--- config.mk ---
export PLATFORM = sky130hd
export DESIGN_NAME = pps_finish
export DESIGN_NICKNAME = d
export VERILOG_FILES = /design/src/pps_pkg.sv /design/src/pps_finish.sv
export SDC_FILE = /design/constraint.sdc
export NUM_CORES = 1
export LEC_CHECK = 0
export BUFFER_PORTS_ARGS = -buffer_cell sky130_fd_sc_hd__buf_2
export CORE_UTILIZATION = 35
export CTS_CLUSTER_DIAMETER = 30
export DETAILED_ROUTE_END_ITERATION = 8
export PLACE_DENSITY = 0.6
export SETUP_SLACK_MARGIN = 0.4
export SYNTH_ARGS = -nofsm -noshare
export SYNTH_HDL_FRONTEND = slang
export SYNTH_SLANG_ARGS = --single-unit
--- constraint.sdc ---
create_clock -name clk -period 4.3 [get_ports clk]
set_input_delay 0.43 -clock clk [delete_from_list [all_inputs] [get_ports clk]]
set_output_delay 0.43 -clock clk [all_outputs]
set_load 0.05 [all_outputs]
--- src/pps_pkg.sv ---
`default_nettype none

package pps_pkg;

  localparam int HEAP_DEPTH_DEF = 64;

  localparam int CMD_W    = 1;
  localparam int ID_W     = 8;
  localparam int PRIO_W   = 8;
  localparam int BURST_W  = 16;
  localparam int STATUS_W = 3;
  localparam int TIME_W   = 32;

  localparam logic [CMD_W-1:0] CMD_ARRIVE = 1'b0;
  localparam logic [CMD_W-1:0] CMD_TICK   = 1'b1;

  localparam logic [STATUS_W-1:0] ST_ACCEPT   = 3'd0;
  localparam logic [STATUS_W-1:0] ST_REJ_FULL = 3'd1;
  localparam logic [STATUS_W-1:0] ST_REJ_ZERO = 3'd2;
  localparam logic [STATUS_W-1:0] ST_IDLE     = 3'd3;
  localparam logic [STATUS_W-1:0] ST_RAN      = 3'd4;
  localparam logic [STATUS_W-1:0] ST_FINISHED = 3'd5;

  typedef struct packed {
    logic [ID_W-1:0]    id;
    logic [PRIO_W-1:0]  prio;
    logic [BURST_W-1:0] remaining;
    logic [BURST_W-1:0] original;
    logic [TIME_W-1:0]  arrival;
    logic [TIME_W-1:0]  resp;
    logic               started;
  } heap_entry_t;

  typedef struct packed {
    logic [TIME_W-1:0] waiting;
    logic [TIME_W-1:0] turnaround;
  } fin_stats_t;

endpackage

`default_nettype wire

--- src/pps_finish.sv ---
`default_nettype none

module pps_finish (
  input  logic                        clk,
  input  logic                        rst_n,
  input  logic                        load,
  input  logic [pps_pkg::TIME_W-1:0]  now,
  input  logic [pps_pkg::TIME_W-1:0]  arrival,
  input  logic [pps_pkg::BURST_W-1:0] original,
  output pps_pkg::fin_stats_t         stats,
  output logic                        done
);
  import pps_pkg::*;

  logic [TIME_W:0]    plus_r;
  logic [TIME_W:0]    minus_r;
  logic [BURST_W-1:0] orig1_r;
  logic [BURST_W-1:0] orig2_r;
  logic [TIME_W-1:0]  wait_r;
  logic [TIME_W-1:0]  turn_r;
  logic [1:0]         v_r;
  logic               done_r;

  logic [TIME_W:0]    diff;
  logic [TIME_W-1:0]  wait_nxt;
  logic [TIME_W:0]    sum;
  logic [TIME_W-1:0]  turn_nxt;

  always_comb begin
    diff = plus_r - minus_r;
    if (plus_r > minus_r) begin
      wait_nxt = diff[TIME_W] ? {TIME_W{1'b1}} : diff[TIME_W-1:0];
    end else begin
      wait_nxt = '0;
    end
    sum      = {1'b0, wait_r} + (TIME_W + 1)'(orig2_r);
    turn_nxt = sum[TIME_W] ? {TIME_W{1'b1}} : sum[TIME_W-1:0];
  end

  always_ff @(posedge clk) begin
    if (load) begin
      plus_r  <= {1'b0, now} + (TIME_W + 1)'(1);
      minus_r <= {1'b0, arrival} + (TIME_W + 1)'(original);
      orig1_r <= original;
    end
    wait_r  <= wait_nxt;
    orig2_r <= orig1_r;
    turn_r  <= turn_nxt;
  end

  always_ff @(posedge clk) begin
    if (!rst_n) begin
      v_r    <= '0;
      done_r <= 1'b0;
    end else begin
      v_r <= {v_r[0], load};
      if (load) begin
        done_r <= 1'b0;
      end else if (v_r[1]) begin
        done_r <= 1'b1;
      end
    end
  end

  assign stats.waiting    = wait_r;
  assign stats.turnaround = turn_r;
  assign done             = done_r;

endmodule

`default_nettype wire

# Word level (Yosys, flattened, before mapping)
# Index checks and enable logic that the tools add are counted.
# Widths: inputs -> output; s select.
# op_classes
add_sub_neg	4
order_cmp	1
n_mux	1
bitwise_logic	1
n_reduce_logical	1
# ops
op	count
$add 32x16->33	2
$add 32x1->33 const B	1
$gt 33x33->1	1
$sub 33x33->33	1
$mux 32	1
$reduce_or 2->1	1
$not 1->1	1
# totals
ff_bits	165
word_cells	16

# Depth between registers and ports, before layout
# Gate-level depths: netlist of the first run.
# depth
ltp_word	2
ltp_mapped	13
depth_no_buf	12

# Worst setup path before layout of the first run
# OpenSTA, ideal clock, no wires.
# synth_timing
path_type	register to register
from	reg wait_r[0]
to	reg turn_r[28]
t_arrival_ns	3.208
required_time_ns	4.179
slack_ns	0.971
path_stages_with_launch	13
n_path_buf	1
cell_sequence	dfxtp_1 -> ha_1 -> fa_1 -> a21o_1 -> a21oi_1 -> o21ai_0 -> a311oi_1 -> o21bai_1 -> and4_1 -> or2_1 -> clkbuf_1 -> nand4_1 -> mux2_2
# synth_between
elab_chain_cells	1
# synth_lines
element	line_no	text
start, declared	pps_finish.sv:19	logic [TIME_W-1:0] wait_r;
start signal, assigned	pps_finish.sv:46	wait_r <= wait_nxt;
$add 32x16->33	pps_finish.sv:36	sum = {1'b0, wait_r} + (TIME_W + 1)'(orig2_r);
end signal, assigned	pps_finish.sv:48	turn_r <= turn_nxt;
end, declared	pps_finish.sv:20	logic [TIME_W-1:0] turn_r;
# Every way passes these cells.
# A chain may end at the register's enable or synchronous reset.

# Worst setup path after layout of the first run
# layout_timing
from	reg wait_r[0]
to	reg turn_r[6]
# The elaborated chain is that of the path after synthesis.

==> results.yml, run 1 <==
outcome:
  status: "completed"
floorplan:
  fp.dieW_um: 161
  fp.dieH_um: 161
  io_pins: 148
  initial_core_util: 0.362
  dieArea_um2: 26100
  core_um2: 24600
  rows: 57
pwr:
  leakagePower_nw: 4.72
  irDropWorstVdd_v: 0.000236
  p_total_mw: 5.89
  power_density_nw_per_um2: 555
critical_path:
  worstSetupStartpointType: "flop"
  reg2reg_depth: 11
  critical_path_class: "reg -> reg"
  worstPathRequired_ns: 4.61
  cp_cell_sequence: "ha_1 -> fa_1 -> a21o_1 -> a21oi_1 -> o21ai_0 -> a311oi_1 -> o21bai_1 -> and4_1 -> o21ai_1 -> buf_4 -> nand2_1"
  cpPeakStageDelay_ns: 0.50
  critPathSlowestCell: "o21ai_1"
  path_max_fanout: 16
  setup.worst_path.end_class: "flop"
  arrival_ns: 3.67
clock_network:
  cts-root-buf: "clkbuf_16"
  numCtsBuffers: 17
  post_cts.repair.setup_buffers: 0
  htree_levels: 4
  cts.reportedPaths.clkPinSlew_ns: 0.07
  cts_resized: 0
  clock_latency_ns: 0.42
  cts_sinks: 165
  ctsHoldBuffers: 0
  clock_path_buffers: 2
  cts_tree: "built"
logic_synthesis:
  syn_area_per_cell_um2: 10.1
  synth_seq_cells: 165
  yosysWarningCount: 0
  synth.yosys.seq_area_share: 0.463
  synth_area_leaders: "edfxtp_1 28%, dfxtp_1 19%, ha_1 9.3%, xnor2_1 5.1%, xor2_1 4.7%"
  postSynthCellCount: 877
  async_flop_share: 0
  synth_nets: 1029
  synth_top_cell_area_share: 0.277
  synth-edff-count: 82
  synth_top_cell_by_area: "edfxtp_1"
  netlist_area_um2: 8900
  ys.flop_type: "dfxtp_1"
  synth_cell_types: 65
place:
  io_buffers: 147
  place_inst: 1334
  dp_hpwl_um: 16100
  dp_worst_setup_slack_ns: 0.895
  globalplace.congestion: 0.848
sta:
  tightest_slew_ns: 1.05
  slew_violations: 0
  hold-worst-slack_ns: 0.205
  setup_viol: 0
  fin_tns_setup_ns: 0
  min_period_ns: 3.35
  finalCritPeriodShare: 0.780
  max-slew-margin-rel: 0.302
  fin_worst_skew_ns: 0.0127
  setup_ws_ns: 0.946
  fmaxAchievable_ghz: 0.298
  finalHoldViolCount: 0
  rsz0062_at_grt: "no"
finish:
  fin_cells: 1367
  num-fill-cells: 2363
  areaGrowthSynthToFinish_pct: 19.3
  layout.nets: 1181
  drive_gt1_frac: 0.191
flow_run:
  maxCapViolations: 0
routing:
  num_vias: 6570
  drc: 0
  drt-total-wl_um: 20100
  drtIter0Drc: 336
  vias_per_cell: 4.81
  final_antenna_net_count: 0
  drt_pre_antenna_iters: 5
  wl_per_cell_um: 14.7
hold_path:
  worstHoldPathCells: 1
  min_path_type: "in -> reg"
global_route:
  grt_pass1_wl_um: 32600
  grt_max_degree: 85
  grt_pass1_vias: 6490
  grt_overflow: 0
  antenna_found_initial: 3
  track_usage: 0.159
routing by layer:
layer / routed length (um) / track usage / vias to the layer above
met5: 18 / 0 / -
met4: 311 / 0.0527 / 4
met3: 946 / 0.0385 / 27
met2: 8590 / 0.242 / 139
met1: 10200 / 0.219 / 2928
li1: - / - / 3472
cells in the final DEF (no fill, tap or decap), types with 33 or more instances in the layout:
cell type | synthesis | final
nand3_1 | 36 | 36
xnor2_1 | 52 | 52
edfxtp_1 | 82 | 82
xor2_1 | 48 | 48
ha_1 | 66 | 66
nor2_1 | 47 | 47
a21oi_1 | 77 | 77
inv_1 | 53 | 53
nand2_1 | 71 | 71
buf_2 | 2 | 146
o21ai_0 | 33 | 33
dfxtp_1 | 83 | 83
registers in the layout, summed over array words and instances (netlist names):
register,count
done,1
minus_r,33
orig1_r,16
orig2_r,16
plus_r,33
turn_r,32
v_r,2
wait_r,32
Yosys cell counts (7+ instances only):
| library cell | instances |
|---|---|
| dfxtp_1 | 83 |
| edfxtp_1 | 82 |
| a21oi_1 | 77 |
| nand2_1 | 71 |
| ha_1 | 66 |
| inv_1 | 53 |
| xnor2_1 | 52 |
| xor2_1 | 48 |
| nor2_1 | 47 |
| nand3_1 | 36 |
| o21ai_0 | 33 |
| a21o_1 | 28 |
| and3_1 | 19 |
| a31oi_1 | 18 |
| nor3_1 | 14 |
| and2_1 | 12 |
| clkbuf_1 | 11 |
| nand2b_1 | 9 |
| a41oi_1 | 8 |
| o21a_1 | 8 |
| o21bai_1 | 8 |
| nor2b_1 | 7 |
| nor3b_1 | 7 |
stage by stage:
stage                      util  area (um^2)
after global routing      0.431        10600
final                     0.431        10600
after detailed placement  0.405         9970
after floorplan               -         8900
after global placement    0.405         9970
after CTS                 0.431        10600
cell families (layout without fill, tap and decap cells):
kind of cell | after synthesis | after routing | synth area share
other | 0 | 1 | 0
XOR/XNOR | 101 | 101 | 0.100
adder cells (fa/ha/maj) | 69 | 69 | 0.0996
flip-flops | 165 | 165 | 0.463
multiplexers | 1 | 1 | 0.00127
buffers and inverters | 71 | 236 | 0.0333
AND/OR/NAND/NOR | 253 | 253 | 0.143
AO/OA/AOI/OAI | 217 | 217 | 0.159
power by group:
group,switching (mW),internal (mW),leakage [nW]
Combinational,1.51,0.685,2.91
Clock,0.652,0.961,0.317
Sequential,0.130,1.95,1.50
Total,2.29,3.60,4.72
cell type report:
cell class / instances / area (um^2) / area share
clock inverters: 12 / 149 / 0.0140
clock buffers: 20 / 489 / 0.0461
inverters: 53 / 199 / 0.0187
repair buffers: 151 / 768 / 0.0724
flip-flops and latches: 165 / 4120 / 0.388
diodes: 1 / 2.50 / 0.000236
multi-input cells: 641 / 4480 / 0.422
well taps: 324 / 405 / 0.0382
worst max-delay path, delay by kind of cell, from the launching register on:
kind	cells	cell delay [ns]
flip-flops	1	0.31
adder cells (fa/ha/maj)	2	0.62
AND/OR/NAND/NOR	2	0.31
AO/OA/AOI/OAI	6	1.67
buffers and inverters	1	0.31
worst paths after layout:
kind                                           start                    end  slack [ns]
worst max register to register  wait_r[0]$_SDFF_PP0_   turn_r[6]$_SDFF_PP1_        0.95
worst max-delay path            wait_r[0]$_SDFF_PP0_   turn_r[6]$_SDFF_PP1_        0.95
worst min register to register  orig1_r[0]$_DFFE_PP_     orig2_r[0]$_DFF_P_        0.34
worst min-delay path                    original[11]  orig1_r[11]$_DFFE_PP_        0.20
No activity file was read; power rests on OpenSTA's default activity.
==> run 2: changes to the inputs <==
--- a/config.mk
+++ b/config.mk
@@ -9,7 +9,7 @@
 export CORE_UTILIZATION = 35
 export CTS_CLUSTER_DIAMETER = 30
 export DETAILED_ROUTE_END_ITERATION = 8
-export PLACE_DENSITY = 0.6
+export PLACE_DENSITY = 0.62
 export SETUP_SLACK_MARGIN = 0.4
 export SYNTH_ARGS = -nofsm -noshare
 export SYNTH_HDL_FRONTEND = slang
==> constraint.sdc (replaced) <==
create_clock -name clk -period 3 [get_ports clk]
set_input_delay 0.3 -clock clk [delete_from_list [all_inputs] [get_ports clk]]
set_output_delay 0.3 -clock clk [all_outputs]
set_load 0.05 [all_outputs]
==> run 2 against run 1 <==
Clock skew grew 0.0058 ns. Setup slack worse by 0.98 ns. Critical path depth rose by 3. Utilization grew 4.6 points. Maximum frequency grew 11%. Sequential cell count unchanged. Combinational power rose by 72%. The flow now finishes with violations (setup timing). Die area unchanged. Critical path type unchanged. Global-route usage increased by 0.66 points.
==> results.yml, run 2 (synthesized netlist as in run 1, its figures left out) <==
clock_network:
  htree_levels: 4
  cts_sinks: 165
  cts_tree: "built"
  clock_path_buffers: 2
  clock_latency_ns: 0.43
  cts-root-buf: "clkbuf_16"
  numCtsBuffers: 17
  ctsHoldBuffers: 0
  cts.reportedPaths.clkPinSlew_ns: 0.06
critical_path:
  timing.rr.end: "wait_r[20]$_SDFF_PP0_"
  path_max_fanout: 6
  setup.worst_path.end_class: "flop"
  worstSetupStartpointType: "flop"
  worstPathRequired_ns: 3.31
  critical_path_class: "reg -> reg"
  reg2reg_depth: 14
  rrSetupSlack_ns: -0.03
  arrival_ns: 3.34
  r2r_start: "plus_r[0]$_DFFE_PP_"
global_route:
  grt_pass1_wl_um: 34100
  grt_overflow: 0
  track_usage: 0.165
  antenna_found_initial: 4
  grt_pass1_vias: 6892
  grt_max_degree: 85
sta:
  fin_worst_skew_ns: 0.0185
  min_period_ns: 3.03
  slew_violations: 0
  finalCritPeriodShare: 1.01
  tightest_slew_ns: 1.04
  fin_tns_setup_ns: -0.430
  max-slew-margin-rel: 0.305
  finalHoldViolCount: 0
  setup_ws_ns: -0.0340
  setup_viol: 26
  hold-worst-slack_ns: 0.0749
  rsz0062_at_grt: "yes"
  fmaxAchievable_ghz: 0.330
floorplan:
  fp.dieW_um: 161
  initial_core_util: 0.362
  core_um2: 24600
  dieArea_um2: 26100
  rows: 57
  fp.dieH_um: 161
  io_pins: 148
finish:
  areaGrowthSynthToFinish_pct: 31.9
  reg.largest.list: "minus_r: 33 flops, plus_r: 33 flops"
  final_cell_mix: "146 x buf_2, 82 x edfxtp_1, 77 x dfxtp_1"
  drive_gt1_frac: 0.307
  layout.nets: 1255
  final_common_cell: "buf_2"
  num-fill-cells: 2296
pwr:
  p_comb_frac: 0.417
  seq_power_share: 0.333
  switchingPower_mw: 3.46
  pwr-share-clk: 0.251
  internal-power_mw: 5.58
  switching_share: 0.383
  irDropWorstVdd_v: 0.000468
  leakagePower_nw: 5.14
  p_total_mw: 9.03
  power_density_nw_per_um2: 770
hold_path:
  min_path_type: "in -> reg"
  min_to: "orig1_r[15]$_DFFE_PP_"
  worstHoldPathCells: 1
  hp-start: "original[15]"
routing:
  topRoutingLayerUsed: "met4"
  wl_met2_um: 9310
  final_antenna_net_count: 0
  drt_pre_antenna_iters: 6
  vias_per_cell: 4.84
  num_vias: 6970
  wirelength_met1_um: 10600
  drc: 0
  drt-total-wl_um: 21000
  wl_per_cell_um: 14.6
  wl_met3_um: 758
  drtIter0Drc: 327
flow_run:
  maxCapViolations: 0
place:
  dp_hpwl_um: 16700
  globalplace.congestion: 0.869
  io_buffers: 147
outcome:
  violations: "setup timing"
  status: "finished, violations left"
run 2: cell count changes in the layout (fill, tap and decap cells not counted), sizes merged:
| cell | change |
|---|---|
| clkinv | +3 |
| bufinv | +2 |
| buf | +72 |
| inv | -7 |
| clkbuf | +1 |
| clkinvlp | +3 |
run 2: metal layers:
metal  GRT usage  vias up
met5           0        -
met4      0.0665        0
met3      0.0259       28
met2       0.256      155
met1       0.229     3161
li1            -     3626
run 2: worst max path at each step:
| stage | from | to | slack [ns] | cells past startpoint |
|---|---|---|---|---|
| 6_report | plus_r[0]$_DFFE_PP_ | wait_r[20]$_SDFF_PP0_ | -0.03 | 14 |
| 5_1_grt | minus_r[16]$_DFFE_PP_ | wait_r[31]$_SDFF_PP0_ | -0.17 | 11 |
| 4_1_cts | minus_r[16]$_DFFE_PP_ | wait_r[31]$_SDFF_PP0_ | -0.03 | 11 |
| 3_5_place_dp | plus_r[0]$_DFFE_PP_ | wait_r[16]$_SDFF_PP0_ | -0.04 | 13 |
| 3_3_place_gp | minus_r[11]$_DFFE_PP_ | wait_r[31]$_SDFF_PP0_ | -0.05 | 11 |
| 2_1_floorplan | wait_r[0]$_SDFF_PP0_ | turn_r[28]$_SDFF_PP1_ | 0.09 | 12 |
run 2: through the flow:
step	setup slack [ns]	cells	area [um^2]	util
finish	-0.0340	1441	11700	0.477
global placement	-0.0472	1389	10700	0.436
detailed placement	-0.0383	1389	10700	0.436
CTS	-0.0309	1430	11500	0.468
global route	-0.174	1441	11700	0.477
floorplan	0.0899	877	9170	-
run 2: power by group through the flow:
stage / combinational, mW / sequential [mW] / clock [mW]
floorplan: 1.60 / 3.98 / 0
global placement: 3.49 / 3.05 / 0
detailed placement: 3.51 / 3.05 / 0
CTS: 3.65 / 3.01 / 2.31
global route: 4.07 / 3.05 / 2.41
finish: 3.76 / 3.01 / 2.26
run 2: cell type report:
type / instances / area [um^2] / area share
clock inverter: 13 / 181 / 0.0155
antenna: 1 / 2.50 / 0.000213
tap: 324 / 405 / 0.0345
multi-input combinational: 641 / 4880 / 0.416
clock buffer: 19 / 433 / 0.0369
timing repair buffer: 225 / 1500 / 0.128
inverter: 53 / 199 / 0.0169
sequential: 165 / 4130 / 0.352
run 2: worst max-delay path, stage by stage (launching register included):
cell and delay, ns:
edfxtp_1 0.36, inv_1 0.07, ha_2 0.19, fa_2 0.23, nor2b_4 0.05, o31a_4 0.28
o311ai_4 0.29, a21oi_2 0.12, a221o_1 0.33, a221oi_2 0.26, buf_4 0.17, xor2_4 0.22
buf_6 0.16, clkbuf_16 0.15, a21oi_2 0.05
run 2: repair_timing:
action,CTS,global route
resized for setup,19,17
endpoints found under the setup margin,64,71
cloned,1,2
pin swaps,11,8
setup buffers,8,8
